==> src/rtl/beat_grid_jump_target_assert.svh <==
// assertion macros for the beat grid jump target block
`ifndef BEAT_GRID_JUMP_TARGET_ASSERT_SVH
`define BEAT_GRID_JUMP_TARGET_ASSERT_SVH

`ifndef SYNTHESIS
// same-cycle implication
`define BGJT_ASSERT_IMPL(label, clk, rst, lhs, rhs) \
  label: assert property (@(posedge clk) disable iff (rst) (lhs) |-> (rhs)) \
    else $error("bgjt check failed");
// next-cycle implication
`define BGJT_ASSERT_NEXT(label, clk, rst, lhs, rhs) \
  label: assert property (@(posedge clk) disable iff (rst) (lhs) |=> (rhs)) \
    else $error("bgjt check failed");
`else
`define BGJT_ASSERT_IMPL(label, clk, rst, lhs, rhs)
`define BGJT_ASSERT_NEXT(label, clk, rst, lhs, rhs)
`endif

`endif

==> src/rtl/bgjt_pkg.sv <==
package bgjt_pkg;

  localparam int DEF_BEAT_SLOTS = 1024;

  localparam logic [15:0] MS_PER_MINUTE = 16'd60000;
  localparam logic [15:0] DEFAULT_TEMPO = 16'd120;
  localparam logic [31:0] MAX_MS        = 32'hFFFF_FFFF;

  localparam int CFG_IDX_W  = 1;
  localparam int CFG_DATA_W = 16;

  localparam logic [CFG_IDX_W-1:0] CFG_GRID_SIZE = 1'b0;
  localparam logic [CFG_IDX_W-1:0] CFG_TEMPO_BPM = 1'b1;

  localparam logic OP_LOAD  = 1'b0;
  localparam logic OP_QUERY = 1'b1;

  typedef struct packed {
    logic               operation;
    logic [9:0]         entry_index;
    logic [31:0]        beat_time_ms;
    logic [31:0]        play_pos;
    logic signed [11:0] jump_beats;
  } in_item_t;

  typedef struct packed {
    logic [31:0] jump_ms;
    logic        from_grid;
  } out_item_t;

  typedef struct packed {
    logic busy;
    logic done;
  } div_status_t;

  typedef enum logic [3:0] {
    ST_IDLE,
    ST_SCAN,
    ST_DRAIN,
    ST_FETCH,
    ST_LATCH,
    ST_DIV,
    ST_MUL,
    ST_SUM,
    ST_DONE
  } state_t;

endpackage

==> src/rtl/bgjt_div.sv <==
module bgjt_div (
  input  logic                clk,
  input  logic                rst,
  input  logic                start,
  input  logic [15:0]         divisor,
  output bgjt_pkg::div_status_t status,
  output logic [15:0]         quotient
);
  import bgjt_pkg::*;

  // restoring division of the minute length, one quotient bit per cycle
  logic [15:0] rem;
  logic [15:0] quo;
  logic [15:0] dvs;
  logic [3:0]  cnt;
  logic        busy;
  logic        done;
  logic [16:0] trial;
  logic        ge;

  assign trial = {rem, quo[15]};
  assign ge    = (trial >= {1'b0, dvs});

  always_ff @(posedge clk) begin
    if (rst) begin
      busy <= 1'b0;
      done <= 1'b0;
      cnt  <= '0;
    end else if (start) begin
      busy <= 1'b1;
      done <= 1'b0;
      cnt  <= '0;
    end else if (busy) begin
      cnt <= cnt + 4'd1;
      if (cnt == 4'd15) begin
        busy <= 1'b0;
        done <= 1'b1;
      end
    end else begin
      done <= 1'b0;
    end
  end

  always_ff @(posedge clk) begin
    if (start) begin
      rem <= '0;
      quo <= MS_PER_MINUTE;
      dvs <= divisor;
    end else if (busy) begin
      rem <= ge ? 16'(trial - {1'b0, dvs}) : trial[15:0];
      quo <= {quo[14:0], ge};
    end
  end

  assign status.busy = busy;
  assign status.done = done;
  assign quotient    = quo;

endmodule

==> config.mk <==
export PLATFORM = sky130hd
export DESIGN_NAME = bgjt_div
export DESIGN_NICKNAME = d
export VERILOG_FILES = /design/src/rtl/beat_grid_jump_target_assert.svh /design/src/rtl/bgjt_pkg.sv /design/src/rtl/bgjt_div.sv
export SDC_FILE = /design/constraint.sdc
export NUM_CORES = 1
export LEC_CHECK = 0
export BUFFER_PORTS_ARGS = -buffer_cell sky130_fd_sc_hd__buf_2
export CORE_ASPECT_RATIO = 1.4
export CORE_MARGIN = 2
export CORE_UTILIZATION = 43
export DETAILED_ROUTE_END_ITERATION = 8
export GPL_TIMING_DRIVEN = 0
export MAX_ROUTING_LAYER = met4
export PLACE_DENSITY = 0.71
export SYNTH_ARGS = -nofsm -noshare
export SYNTH_HDL_FRONTEND = slang
export SYNTH_SLANG_ARGS = --single-unit
==> constraint.sdc <==
create_clock -name clk -period 2.8 [get_ports clk]
set_clock_uncertainty 0.15 [all_clocks]
set_input_delay 0.14 -clock clk [delete_from_list [all_inputs] [get_ports clk]]
set_output_delay 0.14 -clock clk [all_outputs]
set_load 0.02 [all_outputs]
* Word level (Yosys, flattened, before mapping)
Index checks and enable logic that the tools add are counted.
** Word-level totals
- RAM bits :: 0
- Logic and storage cells :: 17
- Bits in registers :: 54
- Input bits :: 19
- Output and inout port bits :: 18
- ROM bits :: 0
- Memories kept :: 0
- Bits in latches :: 0
** Operators by class
- Bitwise logic cells :: 1
- Multipliers :: 0
- Add/sub/neg operators :: 2
- Shifts and indexed selects :: 0
- Reduce and logical (&&, ||, !) cells :: 2
- Magnitude comparators :: 1
- Eq/ne operators :: 1
- Multiplexer cells :: 4
- Div/mod/pow operators :: 0
** Operators by type and width (number)
- $ge 17x16->1 :: 1
- $mux 16 :: 1
- $sub 16x16->16 :: 1
- $add 4x1->4 const B :: 1
- $eq 4x4->1 const B :: 1
- $mux 1 :: 3
- $reduce_or 3->1 :: 1
- $reduce_or 2->1 :: 1
- $not 1->1 :: 1

* Logic depth before layout (Yosys ltp)
- Depth in word-level cells :: 4
- Gate-level depth with buffers :: 12
- Depth with buffers taken out :: 10

* Worst setup path before layout
No wires, ideal clock.
- Path kind :: register to register
- From :: register quo[15] (netlist: quotient[15])
- To :: register rem[12]
- Setup time :: 0.122 ns
- Required time :: 2.528 ns
- Arrival :: 2.405 ns
- Clock period less this slack :: 2.677 ns
- Buffers on the path :: 0
- Setup slack :: 0.123 ns
- Cell stages (with the launch flop) :: 11
- Path through :: dfxtp_1 > inv_1 > ha_1 > fa_1 > nor2b_1 > o2111ai_1 > a31oi_1 > nor2_1 > a211o_1 > xnor2_1 > a221o_1
** On the way
- Word-level cells in the longest chain between the ends :: 2
- Elaborated cells on any way between the ends :: 3
- Those cells by class :: 1 x add/sub; 1 x order compare; 1 x mux
** Ends and longest elaborated chain
- from (decl) :: RTL line bgjt_div.sv:13 : logic [15:0] quo;
- from (signal assigned) :: RTL line bgjt_div.sv:51 : quo <= {quo[14:0], ge};
- $sub 16x16->16 / $ge 17x16->1 (equally long branches) :: RTL line bgjt_div.sv:50, bgjt_div.sv:22
- $mux 16 (*) :: RTL line bgjt_div.sv:50 : rem <= ge ? 16'(trial - {1'b0, dvs}) : trial[15:0];
- to (signal assigned) :: RTL line bgjt_div.sv:50
- to (decl) :: RTL line bgjt_div.sv:12 : logic [15:0] rem;
Every way passes the cells marked *; elsewhere a longest branch is shown, timed or not.
A chain may end at the register's enable or synchronous reset.

* Worst setup path in the final report
- From :: register dvs[14]
- To :: register rem[11]
** On the way
- Word-level cells in the longest chain between the ends :: 2
** Ends and longest elaborated chain
- from (decl) :: RTL line bgjt_div.sv:14 : logic [15:0] dvs;
- from (signal assigned) :: RTL line bgjt_div.sv:48 : dvs <= divisor;
- $ge 17x16->1 :: RTL line bgjt_div.sv:22 : assign ge = (trial >= {1'b0, dvs});
- $mux 16 :: RTL line bgjt_div.sv:50
No other way between the ends.

==> out/qor.csv <==
stage,metric,value,unit
status,status,"finished, final reports clean",
global_route,grt_pass1_vias,2401,
layout,syn2layout_area_growth,20.1,%
route,wire_per_inst,14.6,um
setup_path,critPathArrivalTime,2.79,ns
yosys,synthArstFlopShare,0,%
power_and_ir_drop,power_density,515,nW/um2
floorplan,die_h,102,um
floorplan,core-area,6610,um2
sta,period_minus_slack,2.70,ns
placement,port_buffers,36,
layout,nets,404,
route,first_pass_iters,4,
setup_path,critPathCaptureType,flip-flop,
setup_path,cp_max_fo,10,
yosys,yosysSeqAreaShare,42.3,%
cts,cts_setup_buffers,0,
setup_path,cp-startpoint,dvs[14],
cts,cts_tree,built,
cts,insertion_delay,0.32,ns
layout,layout_commonest_cell,buf_2,
power_and_ir_drop,vdd_drop_max,0.000442,V
setup_path,crit_type,flip-flop to flip-flop,
yosys,synth_compound_area_share,15.8,%
yosys,avgSynthCellArea,9.49,um2
global_route,grt_max_degree,21,
layout,antenna_cells,0,
sta,report.final.hold_viol_count,0,
layout,layout-drive-gt1-share,17.4,%
placement,dp_hpwl,4830,um
sta,tightest_slew,0.668,ns
floorplan,ios,37,
power_and_ir_drop,leakage,1.47,nW
sta,setup_viol,0,
yosys,syn_nets,346,
setup_path,r2r-end,rem[11],
setup_path,startpoint_type,flip-flop,
yosys,synth_top_area_cell,dfxtp_1,
flow_run,maxCapViolations,0,
route,wirelength,6700,um
floorplan,start_util,44.3,%
yosys,synth_cell_types,51,
setup_path,reg2regPathDepth,11,
layout,fin_util,53.3,%
floorplan,die-area,7500,um2
cts,cts.sinks,54,
route,drt_iter0_markers,130,
cts,htree_levels,2,
yosys,synth_top_family_by_area,compound AO/OA/AOI/OAI gates,
min_path,hold_path_class,input port to flip-flop,
cts,root_buffer,clkbuf_8,
setup_path,critical_path_required,2.89,ns
setup_path,rrSetupSlack,0.10,ns
yosys,synth_ff_type,dfxtp_1,
placement,place_area,3230,um2
yosys,synth_area_leaders,"dfxtp_1, edfxtp_1, mux2i_1",
route,routed_via_density,5.30,
yosys,synth_fa_ha_area_share,7.94,%
yosys,synth_xor_xnor_area_share,4.18,%
min_path,hold_path_startpoint,start,
global_route,overflow,0,
yosys,syn_area,2930,um2
cts,clock_path_buffers,2,
global_route,grtUsageTotal,19.4,%
layout,final_cell_mix,"buf_2, dfxtp_1, nor2_1",
yosys,yosys.area_share.simple,15.7,%
yosys,synth_edf_count,16,
setup_path,reg2reg_from,dvs[14],
global_route,grt_antenna_before_repair,0,
yosys,syn_inst,309,
sta,slew_headroom,55.5,%
yosys,synthDominantCellAreaShare,25.9,%
floorplan,rows,35,
route,drtAntennaViolNets,0,
route,vias,2437,
route,drc,0,
sta,fin_crit_sh,96.4,%
yosys,synth_warnings,0,
layout,postLayoutCellArea,3520,um2
sta,fmaxAchievable,371,MHz
floorplan,die-width,73.8,um
sta,final-max-slew-violation-count,0,
global_route,grt_pass1_wl,11100,um
setup_path,critical_path.endpoint,rem[11],
yosys,synth.mux.area_fraction,8.19,%
cts,clk_pin_slew_worst_paths,0.10,ns
placement,place_congestion,0.901,
yosys,ys_seq_elements,54,
cts,cts_buffers,5,
-- worst min-delay path by stage --
stage,cells past startpoint,endpoint,slack [ns]
final,1,dvs[12],0.16
after global routing,1,dvs[10],0.17
after floorplan,1,busy,0.06
after global placement,1,dvs[7],0.17
after detailed placement,1,dvs[1],0.17
after CTS,1,dvs[3],0.17
-- what timing repair did --
| action | 4_1_cts | 5_1_grt |
|---|---|---|
| pin swaps | 1 | 3 |
| endpoints found under the setup margin | 4 | 8 |
| endpoints found under the hold margin | 22 | 0 |
| hold buffers | 17 | 0 |
| resized for setup | 2 | 9 |
-- synthesized netlist by cell type (all sizes together) (2+ instances only) --
cell type   n
dfxtp      38
nor2       28
nand2      27
mux2i      24
inv        21
ha         17
edfxtp     16
a21oi      13
a211oi     11
buf        11
o21ai       9
xnor2       8
clkbuf      7
nand3       7
nand4       7
nor3        6
xor2        6
o311ai      5
a21o        4
nand3b      4
o211ai      4
a311oi      3
a31oi       3
nor2b       3
o2111ai     3
a211o       2
nand2b      2
nand4b      2
o21a        2
-- per-stage QoR --
step                      worst slack, ns  hold slack (ns)  total power [W]  cells  setup TNS, ns
after floorplan                     0.123           0.0624          0.00124    309              0
after global placement            0.00463            0.167          0.00135    437              0
after detailed placement          -0.0367            0.169          0.00135    437        -0.0419
after CTS                          0.0169            0.167          0.00181    462              0
after global routing              -0.0136            0.170          0.00191    460        -0.0136
final                               0.102            0.162          0.00181    460              0
-- kinds of logic (layout without fill, tap and decap cells) --
group                    Yosys count  count (layout)
flip-flops                        54              54
AND/OR/NAND/NOR                   95              95
AO/OA/AOI/OAI                     65              65
adder cells (fa/ha/maj)           18              18
buffers and inverters             39              98
XOR/XNOR                          14              14
multiplexers                      24              24
-- critical path: stages, from the launching register on --
cell and delay [ns]:
edfxtp_1 0.39, inv_2 0.07, ha_4 0.21, a21o_1 0.21, a211oi_2 0.23, or3b_1 0.36, a21o_1 0.19, and2_4 0.16
buf_6 0.13, buf_6 0.15, mux2i_1 0.13, a211oi_1 0.23
-- layout make-up --
cell class	count	area (um2)
Timing Repair Buffer	53	350
Buffer	16	83.8
Clock buffer	6	72.6
Inverter	21	78.8
Multi-Input combinational cell	216	1560
Clock inverter	2	13.8
Tap cell	92	115
Sequential cell	54	1240
Fill cell	603	3090
-- registers in the layout, summed over array words and instances (netlist names) --
register,flops
cnt,4
done,1
dvs,16
quotient,16
rem,16
busy,1
-- power by group --
part           switching (W)  internal (W)
sequential         0.0000331      0.000859
clock               0.000263      0.000177
combinational       0.000276      0.000205
-- routing by layer --
metal  vias to the layer above  part of all wire [%]  global-route usage [%]
li1                       1221                     -                       -
met1                      1173                    44                    23.1
met4                         0                   1.6                    6.57
met5                         -                     0                       -
met2                        35                    52                    33.4
met3                         8                   2.5                    2.39
(Power assumes the default switching activity.)
